`config.mk`:
```
export PLATFORM = sky130hd
export DESIGN_NAME = pmst_ram
export DESIGN_NICKNAME = d
export VERILOG_FILES = /design/src/hw/rtl/prim_minimum_spanning_tree_assert.svh /design/src/hw/rtl/pmst_ram.sv
export SDC_FILE = /design/constraint.sdc
export NUM_CORES = 1
export LEC_CHECK = 0
export BUFFER_PORTS_ARGS = -buffer_cell sky130_fd_sc_hd__buf_2
export CORE_ASPECT_RATIO = 2
export CORE_MARGIN = 4
export CORE_UTILIZATION = 50
export CTS_CLUSTER_SIZE = 25
export DETAILED_ROUTE_END_ITERATION = 8
export GPL_TIMING_DRIVEN = 0
export PLACE_DENSITY = 0.74
export SKIP_CTS_REPAIR_TIMING = 1
export SYNTH_ARGS = -nofsm -noshare
export SYNTH_HDL_FRONTEND = slang
export SYNTH_SLANG_ARGS = --single-unit
export TNS_END_PERCENT = 10
```
`constraint.sdc`:
```
create_clock -name i_clk -period 3.6 [get_ports i_clk]
set_input_delay 0.72 -clock i_clk [delete_from_list [all_inputs] [get_ports i_clk]]
set_output_delay 0.72 -clock i_clk [all_outputs]
set_load 0.02 [all_outputs]
```
`src/hw/rtl/prim_minimum_spanning_tree_assert.svh`:
```
// Assertion macros used by the pass engine RTL. The checks are left out of synthesis builds.
`ifndef PRIM_MINIMUM_SPANNING_TREE_ASSERT_SVH
`define PRIM_MINIMUM_SPANNING_TREE_ASSERT_SVH

`ifndef SYNTHESIS

// Property that must hold at every clock edge outside reset.
`define PMST_ASSERT(name, clk, rst_n, prop) \
    name: assert property (@(posedge clk) disable iff (!rst_n) (prop)) \
        else $error("assertion failed");

// Antecedent this cycle, consequent on the next cycle.
`define PMST_ASSERT_NEXT(name, clk, rst_n, ante, cons) \
    name: assert property (@(posedge clk) disable iff (!rst_n) (ante) |=> (cons)) \
        else $error("assertion failed");

`else

`define PMST_ASSERT(name, clk, rst_n, prop)
`define PMST_ASSERT_NEXT(name, clk, rst_n, ante, cons)

`endif

`endif

```
`src/hw/rtl/pmst_ram.sv`:
```
`timescale 1ns / 1ps

// Simple dual-port RAM, one write and one registered read per cycle
module pmst_ram #(
    parameter int Width = 8,
    parameter int Depth = 16
) (
    input  logic                     i_clk,
    input  logic                     i_we,
    input  logic [$clog2(Depth)-1:0] i_waddr,
    input  logic [Width-1:0]         i_wdata,
    input  logic [$clog2(Depth)-1:0] i_raddr,
    output logic [Width-1:0]         o_rdata
);

    logic [Width-1:0] r_mem [Depth];
    logic [Width-1:0] r_rdata;

    always_ff @(posedge i_clk) begin
        if (i_we) begin
            r_mem[i_waddr] <= i_wdata;
        end
        r_rdata <= r_mem[i_raddr];
    end

    assign o_rdata = r_rdata;

endmodule

```
==> metrics.md <==
| Metric | Value |
|---|---|
| Run status | complete, no violations |
| Register clock-pin slew on the reported worst setup and hold paths | ~60 ps |
| Cell types with the highest counts after synthesis | sky130_fd_sc_hd__edfxtp_1 (128), sky130_fd_sc_hd__mux4_2 (18), sky130_fd_sc_hd__a22oi_1 (16), sky130_fd_sc_hd__mux4_1 (14), sky130_fd_sc_hd__nor2_1 (13) |
| Slew of the pin with the lowest slew margin | 1250 ps |
| IR Drop Worst-Case VDD | roughly 0.45 mV |
| Post-Route WL | 9690 µm |
| Post-synthesis sequential element count | 136 |
| Number of nets in the synthesized netlist | roughly 250 |
| Initial antenna violation count | 0 |
| Multi-input gate area in the final layout | roughly 0.0011 mm² |
| Type of the worst setup path | input pin to flop |
| Share of cells above drive strength 1 | 0.281 |
| Final Max Slew Viols | 0 |
| Fraction of synthesis flops using an asynchronous set or reset pin | 0 |
| HPWL after detailed placement | approximately 6500 µm |
| TritonCTS clock tree | built |
| Number of failing setup endpoints in the final timing report | 0 |
| Endpoint required time on the critical path | approximately 3600 ps |
| Final layout net count | 290 |
| Unrepaired setup endpoints after global routing | no |
| Maximum Capacitance Violations | 0 |
| # DRC | 0 |
| Standard cell core area | a little over 0.01 mm² |
| Simple-gate area share of the yosys netlist | 0.0318 |
| Most frequent cell after synthesis | sky130_fd_sc_hd__edfxtp_1 |
| Part of the cycle the worst path needs | 0.640 |
| Initial core utilization | 0.510 |
| Power per cell area | 594 mW/mm² |
| Number of diodes | 0 |
| Main synth FF type | sky130_fd_sc_hd__edfxtp_1 |
| Register-to-Register Setup Slack | about 2200 ps |
| Via Count | ~2400 |
| Highest Clock Rate | 434 MHz |
| Per-cell via count in the routed design | around 5.8 |
| Final cell count without fillers | between 400 and 500 |
| Master cell of the clock root buffer | sky130_fd_sc_hd__clkbuf_16 |
| Port-buffer cells | 24 |
| Rel. slew slack | 0.160 |
| Vias in the first global route | 2472 |
| Area enclosed by the die boundary | between 0.01 and 0.015 mm² |
| Final RePlAce weighted congestion | approximately 0.94 |
| Total congestion overflow after global routing | 0 |
| Cells taking the most area after synthesis | sky130_fd_sc_hd__edfxtp_1 (75%), sky130_fd_sc_hd__mux4_2 (7.9%), sky130_fd_sc_hd__mux4_1 (7.1%), sky130_fd_sc_hd__dfxtp_1 (3.1%), sky130_fd_sc_hd__a22oi_1 (2.3%) |
| Area fraction in compound gates after synthesis | 0.0233 |
| Main combinational cell family by area after synthesis | multiplexers |
| # IOs | 26 |
| Final Hold Violating Endpoints | 0 |
| Critical path arrival | between 2000 and 2500 ps |
| Global routing usage summed across all routing layers | 0.177 |
| Count of flip-flops with a built-in enable after synthesis | 128 |
| Height of the die | 151 µm |
| Pin count of the biggest net entering global routing | 17 |
| Row count | 52 |
| Reported leakage power | approximately 0.002 µW |
| Hold/Removal Path Class | flop to flop |
| Largest area contributor in the netlist | sky130_fd_sc_hd__edfxtp_1 |
| Count of synthesis-stage warnings from yosys | 0 |
| Clock latency of the later-clocked register in the worst-skew pair | 420 ps |
| Post-synthesis to final-layout area growth | 16.3% |
| Post-synthesis sequential area ratio | 0.778 |
| Clock sinks | 136 |
| Routed wire per std cell | roughly 23 µm |
| Antenna violation net count after detailed routing | 0 |
| Number of standard cells after synthesis | between 200 and 250 |
| Syn Std Cell Area | ~0.005 mm² |
| Drt first pass iters | 5 |
| Share of the synthesized area in the top cell type | 0.747 |
| Number of distinct library cell variants in the gate-level netlist after synthesis | 19 |
| Synth Area in Adders | 0 |
| Footprint of the flip-flops and latches | approximately 0.004 mm² |
| DP Cell Count | a little under 400 |
| Multiplexer share of the synthesized area | 0.150 |
| Crit-path max FO | 8 |
| Critical path endpoint category | flop |
| Die Width | ~80 µm |
| First-iteration detailed-routing DRC count | about 240 |
| # H-tree levels | 4 |
| First-pass GRT wire length | ~14000 µm |
| Deepest clock path buffer count | 2 |
| Largest clock skew in the final design | 8.05 ps |
| Num CTS Buffers | 17 |
| Fill count | around 720 |
| Xor/xnor cell area share of the yosys netlist | 0 |
| Synthesized area per cell | around 22 µm² |
| Final-layout setup total negative slack | 0 ps |
| Critical Path Start Type | input pin |
| Shortest period the worst path allows | between 2000 and 2500 ps |
-- through the flow --
step / total power [µW] / utilization / hold WS (ps) / instance area [µm²] / setup WS [ps]
floorplan: 1910 / - / 629 / 5150 / 1390
global placement: 1990 / 0.539 / 670 / 5440 / 794
detailed placement: 1990 / 0.539 / 674 / 5440 / 793
CTS: 3580 / 0.593 / 678 / 5980 / 1220
global route: 3670 / 0.593 / 684 / 5980 / 1180
finish: 3550 / 0.593 / 677 / 5980 / 1300
-- routing by layer --
layer	wire, µm	part of all wire	GRT usage
met4	308	0.032	0.102
met1	3440	0.36	0.191
met3	439	0.045	0.0503
met5	0	0	0
met2	5500	0.57	0.307
-- report_power, final --
group | total (µW) | internal [µW] | switching (µW)
combinational | 180 | 70.5 | 109
clock | 1600 | 1010 | 587
sequential | 1780 | 1770 | 7.96
-- worst paths after layout --
kind / start / endpoint / depth (start not counted)
setup / recovery: i_waddr[2] / r_mem[0][6] / 3
hold reg to reg: r_mem[15][3] / o_rdata[3] / 3
setup reg to reg: r_mem[1][3] / o_rdata[3] / 3
hold / removal: r_mem[15][3] / o_rdata[3] / 3
-- worst max-delay path, cell delays in order --
cell and delay (ps):
sky130_fd_sc_hd__buf_2 120, sky130_fd_sc_hd__or3b_2 520, sky130_fd_sc_hd__nor3_1 970
-- area by class of cell --
| cell class | count | share of cell area |
|---|---|---|
| well taps | 135 | 0.0282 |
| repair buffers | 24 | 0.0201 |
| flip-flops and latches | 136 | 0.669 |
| multi-input cells | 83 | 0.177 |
| clock buffers | 22 | 0.0742 |
| clock inverters | 10 | 0.0174 |
| plain buffers | 10 | 0.0144 |
-- cell usage in the layout (no fill, tap or decap), types with 3 or more instances in the layout --
cell	n
sky130_fd_sc_hd__edfxtp_1	128
sky130_fd_sc_hd__buf_2	27
sky130_fd_sc_hd__mux4_2	18
sky130_fd_sc_hd__clkbuf_16	17
sky130_fd_sc_hd__a22oi_1	16
sky130_fd_sc_hd__mux4_1	14
sky130_fd_sc_hd__nor2_1	13
sky130_fd_sc_hd__nand2_1	9
sky130_fd_sc_hd__dfxtp_1	8
sky130_fd_sc_hd__clkinv_2	7
sky130_fd_sc_hd__clkbuf_1	5
sky130_fd_sc_hd__nor3_1	4
sky130_fd_sc_hd__buf_6	3
sky130_fd_sc_hd__clkdlybuf4s25_2	3
-- cell families after synthesis --
kind of cell	after synthesis
flops	136
buf+inv	10
compound gates	16
mux	32
simple gates	35
-- state kept, by name, indices dropped and copies added (netlist names) --
name     count
r_mem      128
o_rdata      8
Note: power is estimated with default switching activity, not from simulation.
