<file path="src/hw/rtl/prim_minimum_spanning_tree_assert.svh">
// Assertion macros used by the pass engine RTL. The checks are left out of synthesis builds.
`ifndef PRIM_MINIMUM_SPANNING_TREE_ASSERT_SVH
`define PRIM_MINIMUM_SPANNING_TREE_ASSERT_SVH

`ifndef SYNTHESIS

// Property that must hold at every clock edge outside reset.
`define PMST_ASSERT(name, clk, rst_n, prop) \
    name: assert property (@(posedge clk) disable iff (!rst_n) (prop)) \
        else $error("assertion failed");

// Antecedent this cycle, consequent on the next cycle.
`define PMST_ASSERT_NEXT(name, clk, rst_n, ante, cons) \
    name: assert property (@(posedge clk) disable iff (!rst_n) (ante) |=> (cons)) \
        else $error("assertion failed");

`else

`define PMST_ASSERT(name, clk, rst_n, prop)
`define PMST_ASSERT_NEXT(name, clk, rst_n, ante, cons)

`endif

`endif

</file>
<file path="src/hw/rtl/pmst_pkg.sv">
`timescale 1ns / 1ps

package pmst_pkg;

    // Sizing
    localparam int MaxVertices = 64;
    localparam int VertexW     = $clog2(MaxVertices);
    localparam int CountW      = 7;
    localparam int WeightW     = 24;
    localparam int AddrW       = $clog2(MaxVertices * MaxVertices);

    // Absent edge cost: 9999 in Q16.8
    localparam logic [WeightW-1:0] CostInf = WeightW'(9999 * 256);

    // Vertex count limits and reset value
    localparam logic [CountW-1:0] VertMin   = CountW'(2);
    localparam logic [CountW-1:0] VertMax   = CountW'(MaxVertices);
    localparam logic [CountW-1:0] VertReset = CountW'(64);

    // Input word: one matrix entry
    typedef struct packed {
        logic [WeightW-1:0] weight;
        logic               absent;
    } t_in_word;

    // Output word: one tree edge
    typedef struct packed {
        logic [VertexW-1:0] edge_from;
        logic [VertexW-1:0] edge_to;
        logic               last_edge;
    } t_out_word;

    // Per-vertex entry of the link memory
    typedef struct packed {
        logic [WeightW-1:0] cost;
        logic [VertexW-1:0] parent;
    } t_link_entry;

    // Pass engine control from the loader
    typedef struct packed {
        logic              start;
        logic [CountW-1:0] vert_n;
    } t_eng_ctl;

    typedef enum logic [1:0] {
        ST_IDLE,
        ST_SCAN,
        ST_EMIT
    } t_eng_state;

endpackage

</file>
<file path="src/hw/rtl/pmst_ram.sv">
`timescale 1ns / 1ps

// Simple dual-port RAM, one write and one registered read per cycle
module pmst_ram #(
    parameter int Width = 8,
    parameter int Depth = 16
) (
    input  logic                     i_clk,
    input  logic                     i_we,
    input  logic [$clog2(Depth)-1:0] i_waddr,
    input  logic [Width-1:0]         i_wdata,
    input  logic [$clog2(Depth)-1:0] i_raddr,
    output logic [Width-1:0]         o_rdata
);

    logic [Width-1:0] r_mem [Depth];
    logic [Width-1:0] r_rdata;

    always_ff @(posedge i_clk) begin
        if (i_we) begin
            r_mem[i_waddr] <= i_wdata;
        end
        r_rdata <= r_mem[i_raddr];
    end

    assign o_rdata = r_rdata;

endmodule

</file>
<file path="src/hw/rtl/pmst_engine.sv">
`timescale 1ns / 1ps
`include "prim_minimum_spanning_tree_assert.svh"

// Prim pass engine. Each scan walks vertices 1..n-1 once: it relaxes the
// link cost with the row of the vertex added last (or loads row 0 on the
// first scan), writes it back for vertices outside the tree and tracks the cheapest of them.
module pmst_engine (
    input  logic                                i_clk,
    input  logic                                i_rst_n,
    input  pmst_pkg::t_eng_ctl                  i_ctl,
    output logic                                o_busy,
    output logic [pmst_pkg::AddrW-1:0]          o_wt_raddr,
    input  logic [pmst_pkg::WeightW-1:0]        i_wt_rdata,
    output logic                                o_out_valid,
    input  logic                                i_out_stall,
    output pmst_pkg::t_out_word                 o_out_data
);

    // State and scan registers
    pmst_pkg::t_eng_state                 r_state, n_state;
    logic [pmst_pkg::CountW-1:0]          r_n, n_n;
    logic                                 r_first, n_first;
    logic [pmst_pkg::VertexW-1:0]         r_prev, n_prev;
    logic [pmst_pkg::AddrW-1:0]           r_row, n_row;
    logic [pmst_pkg::VertexW-1:0]         r_k_rd, n_k_rd;
    logic                                 r_issuing, n_issuing;
    logic                                 r_rd_vld, n_rd_vld;
    logic [pmst_pkg::VertexW-1:0]         r_k_pipe, n_k_pipe;
    logic                                 r_last_pipe, n_last_pipe;
    logic [pmst_pkg::WeightW-1:0]         r_best, n_best;
    logic [pmst_pkg::VertexW-1:0]         r_pick, n_pick;
    logic [pmst_pkg::VertexW-1:0]         r_pick_par, n_pick_par;
    logic [pmst_pkg::MaxVertices-1:0]     r_in_tree, n_in_tree;
    logic [pmst_pkg::VertexW-1:0]         r_steps, n_steps;
    logic                                 r_out_valid, n_out_valid;
    pmst_pkg::t_out_word                  r_out_data, n_out_data;

    // Link memory port signals
    logic                                 w_link_we;
    logic [$bits(pmst_pkg::t_link_entry)-1:0] w_link_rdata;
    pmst_pkg::t_link_entry                w_old;
    pmst_pkg::t_link_entry                w_new;
    logic                                 w_k_last;
    logic                                 w_skip;
    logic [pmst_pkg::VertexW+pmst_pkg::CountW-1:0] w_row_prod;

    pmst_ram #(
        .Width ($bits(pmst_pkg::t_link_entry)),
        .Depth (pmst_pkg::MaxVertices)
    ) u_link_ram (
        .i_clk   (i_clk),
        .i_we    (w_link_we),
        .i_waddr (r_k_pipe),
        .i_wdata (w_new),
        .i_raddr (r_k_rd),
        .o_rdata (w_link_rdata)
    );

    assign w_old      = w_link_rdata;
    assign o_wt_raddr = r_row + pmst_pkg::AddrW'(r_k_rd);
    assign w_k_last   = (pmst_pkg::CountW'(r_k_rd) == (r_n - pmst_pkg::CountW'(1)));
    assign w_skip     = r_in_tree[r_k_pipe];
    assign w_row_prod = (pmst_pkg::VertexW + pmst_pkg::CountW)'(r_pick) *
                        (pmst_pkg::VertexW + pmst_pkg::CountW)'(r_n);

    // Relaxation of the entry coming back from both memories
    always_comb begin
        if (r_first) begin
            w_new.cost   = i_wt_rdata;
            w_new.parent = '0;
        end else if (i_wt_rdata < w_old.cost) begin
            w_new.cost   = i_wt_rdata;
            w_new.parent = r_prev;
        end else begin
            w_new = w_old;
        end
    end

    // State register
    always_ff @(posedge i_clk) begin
        if (!i_rst_n) begin
            r_state <= pmst_pkg::ST_IDLE;
        end else begin
            r_state <= n_state;
        end
    end

    // Control registers
    always_ff @(posedge i_clk) begin
        if (!i_rst_n) begin
            r_issuing   <= 1'b0;
            r_rd_vld    <= 1'b0;
            r_out_valid <= 1'b0;
            r_in_tree   <= '0;
        end else begin
            r_issuing   <= n_issuing;
            r_rd_vld    <= n_rd_vld;
            r_out_valid <= n_out_valid;
            r_in_tree   <= n_in_tree;
        end
    end

    // Datapath registers
    always_ff @(posedge i_clk) begin
        r_n         <= n_n;
        r_first     <= n_first;
        r_prev      <= n_prev;
        r_row       <= n_row;
        r_k_rd      <= n_k_rd;
        r_k_pipe    <= n_k_pipe;
        r_last_pipe <= n_last_pipe;
        r_best      <= n_best;
        r_pick      <= n_pick;
        r_pick_par  <= n_pick_par;
        r_steps     <= n_steps;
        r_out_data  <= n_out_data;
    end

    // Next state and datapath control
    always_comb begin
        n_state     = r_state;
        n_n         = r_n;
        n_first     = r_first;
        n_prev      = r_prev;
        n_row       = r_row;
        n_k_rd      = r_k_rd;
        n_issuing   = r_issuing;
        n_rd_vld    = 1'b0;
        n_k_pipe    = r_k_pipe;
        n_last_pipe = r_last_pipe;
        n_best      = r_best;
        n_pick      = r_pick;
        n_pick_par  = r_pick_par;
        n_in_tree   = r_in_tree;
        n_steps     = r_steps;
        n_out_valid = r_out_valid;
        n_out_data  = r_out_data;
        w_link_we   = 1'b0;

        // output word taken
        if (r_out_valid && !i_out_stall) begin
            n_out_valid = 1'b0;
        end

        unique case (r_state)
            pmst_pkg::ST_IDLE: begin
                if (i_ctl.start) begin
                    n_state    = pmst_pkg::ST_SCAN;
                    n_n        = i_ctl.vert_n;
                    n_in_tree  = pmst_pkg::MaxVertices'(1);
                    n_first    = 1'b1;
                    n_row      = '0;
                    n_prev     = '0;
                    n_steps    = '0;
                    n_k_rd     = pmst_pkg::VertexW'(1);
                    n_issuing  = 1'b1;
                    n_best     = pmst_pkg::CostInf;
                    n_pick     = '0;
                    n_pick_par = '0;
                end
            end

            pmst_pkg::ST_SCAN: begin
                // issue reads of vertex k in both memories
                if (r_issuing) begin
                    n_rd_vld    = 1'b1;
                    n_k_pipe    = r_k_rd;
                    n_last_pipe = w_k_last;
                    n_k_rd      = r_k_rd + pmst_pkg::VertexW'(1);
                    if (w_k_last) begin
                        n_issuing = 1'b0;
                    end
                end
                // relax, write back, track the minimum (strict, lowest index wins)
                if (r_rd_vld) begin
                    if (!w_skip) begin
                        w_link_we = 1'b1;
                        if (w_new.cost < r_best) begin
                            n_best     = w_new.cost;
                            n_pick     = r_k_pipe;
                            n_pick_par = w_new.parent;
                        end
                    end
                    if (r_last_pipe) begin
                        n_state = pmst_pkg::ST_EMIT;
                    end
                end
            end

            pmst_pkg::ST_EMIT: begin
                if (!r_out_valid || !i_out_stall) begin
                    n_out_valid          = 1'b1;
                    n_out_data.edge_from = r_pick_par;
                    n_out_data.edge_to   = r_pick;
                    n_out_data.last_edge = (pmst_pkg::CountW'(r_steps) ==
                                            (r_n - pmst_pkg::CountW'(2)));
                    n_in_tree[r_pick]    = 1'b1;
                    n_prev               = r_pick;
                    n_row                = w_row_prod[pmst_pkg::AddrW-1:0];
                    n_first              = 1'b0;
                    n_steps              = r_steps + pmst_pkg::VertexW'(1);
                    if (pmst_pkg::CountW'(r_steps) == (r_n - pmst_pkg::CountW'(2))) begin
                        n_state = pmst_pkg::ST_IDLE;
                    end else begin
                        n_state    = pmst_pkg::ST_SCAN;
                        n_k_rd     = pmst_pkg::VertexW'(1);
                        n_issuing  = 1'b1;
                        n_best     = pmst_pkg::CostInf;
                        n_pick     = '0;
                        n_pick_par = '0;
                    end
                end
            end

            default: begin
                n_state = pmst_pkg::ST_IDLE;
            end
        endcase
    end

    assign o_busy      = (r_state != pmst_pkg::ST_IDLE);
    assign o_out_valid = r_out_valid;
    assign o_out_data  = r_out_data;

    // A picked vertex is new to the tree unless no link was finite
    `PMST_ASSERT(a_pick_fresh, i_clk, i_rst_n,
        (r_state == pmst_pkg::ST_EMIT && r_pick != '0) |-> !r_in_tree[r_pick])

    // Vertex 0 is picked exactly when no cost beat infinity
    `PMST_ASSERT(a_pick_inf, i_clk, i_rst_n,
        (r_state == pmst_pkg::ST_EMIT) |->
        ((r_pick == '0) == (r_best == pmst_pkg::CostInf)))

    // Write-back never hits the entry being read in the same cycle
    `PMST_ASSERT(a_link_no_overlap, i_clk, i_rst_n,
        w_link_we |-> !(r_issuing && (r_k_pipe == r_k_rd)))

    // The final data of a scan leads to the emit state
    `PMST_ASSERT_NEXT(a_scan_end, i_clk, i_rst_n,
        (r_state == pmst_pkg::ST_SCAN && r_rd_vld && r_last_pipe),
        (r_state == pmst_pkg::ST_EMIT))

endmodule

</file>
<file path="config.mk">
export PLATFORM = sky130hd
export DESIGN_NAME = pmst_engine
export DESIGN_NICKNAME = d
export VERILOG_FILES = /design/src/hw/rtl/pmst_pkg.sv /design/src/hw/rtl/pmst_ram.sv /design/src/hw/rtl/pmst_engine.sv
export VERILOG_INCLUDE_DIRS = /design/src /design/src/hw/rtl
export SDC_FILE = /design/constraint.sdc
export NUM_CORES = 2
export LEC_CHECK = 0
export BUFFER_PORTS_ARGS = -buffer_cell sky130_fd_sc_hd__buf_2
export CAP_MARGIN = 20
export CORE_MARGIN = 8
export CORE_UTILIZATION = 60
export DETAILED_ROUTE_END_ITERATION = 10
export PLACE_DENSITY = 0.75
export SKIP_LAST_GASP = 1
export SLEW_MARGIN = 20
export SYNTH_ARGS = -nofsm -noshare
export SYNTH_HDL_FRONTEND = slang
export SYNTH_HIERARCHICAL = 1
export SYNTH_SLANG_ARGS = --single-unit
</file>
<file path="constraint.sdc">
create_clock -name i_clk -period 7.39 [get_ports i_clk]
set_input_delay 0.3695 -clock i_clk [delete_from_list [all_inputs] [get_ports i_clk]]
set_output_delay 0.3695 -clock i_clk [all_outputs]
set_load 0.03 [all_outputs]
</file>
==> impl_results.md <==
* WL final at 210 mm
* IO Pins at 62
* P_sw at 0.00607 W
* Commonest non-fill, non-tap cell in the layout: edfxtp_1
* Post-cts resize count at 0
* Outcome: completed
* Number of routed nets with antenna violations at 0
* Initial Utilization at 60.2%
* Die height at 389 µm
* Wire length per cell at 32.3 µm
* Final worst slack at 1340 ps
* Die area at 0.152 mm²
* Port bufs at 61
* CTS tree: yes
* Worst slew pin tran at 1300 ps
* Hold Crit Depth at 2
* Slowest cell delay on critical path at 910 ps
* YS warnings at 6
* Worst R2R Start: u_link_ram/o_rdata[8]
* Reg power frac at 51.0%
* Number of flops mapped to enable cells by yosys at 2014
* DRC at 0
* Sw Ratio at 23.3%
* Critical Path RT at 7900 ps
* Buf+Inv Stages, Crit Path at 2
* Reg clk slew, reported paths at 60 ps
* CP Max Fanout at 26
* Syn avg cell area at 19.7 µm²
* Cell mode on critical path: a21o_1
* Maximum clock rate at 165 MHz
* Async set-or-reset flop fraction in the synthesized netlist at 0%
* Fill cells at 8593
* Final setup fails at 0
* Pin count of the biggest net entering global routing at 98
* Post-synthesis cell count at 4245
* Critical Path AT at 6570 ps
* CTS Sinks at 2113
* Area Growth Syn to Fin at 12.1%
* Share of the yosys chip area belonging to registers at 74.7%
* Share of cells above drive strength 1 at 22.3%
* Vias in the first global route at 42334
* Leakage at 30.9 nW
* Final slew viol count at 0
* Max_slew headroom at 12.9%
* Distinct cells, synth at 74
* Placer Congestion at 0.898
* Num CTS Buffers at 201
* DIE WIDTH at 389 µm
* Setup CP Type: flop to flop
* Clock Skew at 45.9 ps
* Hold Path Class: input pin to flop
* Main flop type after synthesis: edfxtp_1
* Power per Cell Area at 277 mW/mm²
* Initial antenna violation count at 10
* Register-to-Register Path Depth at 17
* DR iter-0 viols at 5985
* Critical path endpoint category: flop
* Global-route wire length before repair at 301 mm
* Dpl ws at 1310 ps
* Hold violation count in the final report at 0
* Gate power share at 9.3%
* Total grt overflow at 0
* Clock buffer depth at 3
* Internal power at 0.0199 W
* Top cell family by delay on the critical path: compound AO/OA/AOI/OAI gates
* Most frequent cells in the layout: edfxtp_1, mux4_2, mux2i_1
* Clock power frac at 39.7%
* Final HPWL DP at 122 mm
* Post-route minimum period at 6050 ps
* Detailed-route vias per instance at 6.69
* Root Buffer: clkbuf_16
* First-pass DRT Iterations at 7
* GRT Total Usage at 27.5%
* Hold_sp: i_ctl[1]
* Synthesized flop and latch total at 2113
* Post-Synthesis Cell Area at 0.0837 mm²
* Hold endpoint: r_n[1]
* Fin nets at 4564
* Worst IR drop on VDD at 0.254 mV
* Total power at 0.0260 W
* Setup TNS at 0 ps
* Tcrit/Tclk final at 81.9%
* Max-cap violations at 0
* Post-Syn Nets at 4378
* Worst skew pair latency at 840 ps
* Crit path launch type: flop
* RSZ-0062 raised after global routing: no
* CP Cell Sequence: inv_1, ha_1, a211o_1, a31oi_1, nor4_1, o211ai_1, a31oi_4, mux2_2, ha_1, a21o_1, a21o_1, a21oi_1, o21ai_0, a21o_1, a221o_1, a41oi_4, buf_4
* Vias at 43443
* Row count at 137
* Slowest CP cell: a31oi_4
* CORE AREA at 0.139 mm²
* Reg2reg end: r_best[2]
* H-tree levels at 4
* R2R Setup Slk at 1340 ps
-- per-layer routing --
metal / wire length, µm / GRT usage (%)
met1: 78700 / 38.6
met2: 98700 / 42.4
met3: 23000 / 6.04
met4: 9570 / 11.3
met5: 28 / 0
-- flip-flops by register name, summed over array words and instances (netlist names), 7 cells and up --
name	count
r_best	24
u_link_ram/o_rdata	30
r_in_tree	64
r_n	7
o_out_data	13
u_link_ram/r_mem	1920
r_row	12
-- per-stage QoR --
stage / instance area [µm²] / hold WS [ps] / util [%] / std cells
CTS: 93600 / 150 / 67.4 / 6475
finish: 93800 / 256 / 67.5 / 6491
detailed placement: 86900 / 422 / 62.5 / 6088
global route: 93800 / 242 / 67.5 / 6479
global placement: 86800 / 426 / 62.5 / 6086
floorplan: 83700 / 400 / - / 4245
-- power by group through the flow --
stage / registers, W / logic [W] / clock network (W)
detailed placement: 0.0135 / 0.00237 / 0
finish: 0.0133 / 0.00242 / 0.0103
floorplan: 0.0135 / 0.00148 / 0
CTS: 0.0133 / 0.00239 / 0.0104
global placement: 0.0135 / 0.00233 / 0
global route: 0.0133 / 0.00253 / 0.0109
-- cell type report --
cell class	count	area, µm²	area share (%)
multi-input combinational	1823	20300	21.7
sequential	2113	62500	66.6
clock buffer	255	5410	5.77
tap	1876	2350	2.50
timing repair buffer	205	1650	1.76
clock inverter	120	1240	1.32
antenna	12	30.0	0.0320
inverter	87	327	0.348
-- synth_stat cells (30+ instances only) --
cell type  count  area [µm²]
o22ai_1       43         269
clkbuf_1     108         405
dfxtp_1       99        1980
mux4_2       410        9230
ha_1          77         963
mux2i_1      234        2340
inv_1         87         327
and2_1        57         357
nand3_1       43         215
edfxtp_1    2014       60500
buf_2         53         265
nor2b_1       49         307
a21oi_1       97         485
nand4_1       30         188
buf_4         38         285
nor2_1       230         863
o21ai_0       38         190
a22oi_1      113         848
nand2_1       76         285
-- cell families after synthesis --
| kind of cell | Yosys count | synth area share (%) |
|---|---|---|
| xor gates and xnor gates | 43 | 0.450 |
| and+or+nand+nor | 591 | 3.51 |
| AOI/OAI and AO/OA | 407 | 3.33 |
| DFF | 2113 | 74.7 |
| buffers and inverters | 309 | 1.76 |
| muxes | 684 | 14.6 |
| adders and majority gates | 98 | 1.65 |
-- what timing repair did --
action	4_1_cts	5_1_grt
hold buffers	12	0
hold endpoints to repair	15	0
buffers inserted	0	0
-- worst max-delay path by stage --
stage                         end  cells after the start                    from  slack [ps]
floorplan               r_best[0]                     15          i_wt_rdata[23]        2010
global placement    r_pick_par[1]                     17           i_wt_rdata[2]        1350
detailed placement  r_pick_par[3]                     17           i_wt_rdata[2]        1310
CTS                     r_best[2]                     17   u_link_ram/o_rdata[8]        1410
global route            r_best[2]                     16  u_link_ram/o_rdata[25]        1090
finish                  r_best[2]                     17   u_link_ram/o_rdata[8]        1340
No activity file was read; power rests on OpenSTA's default activity.
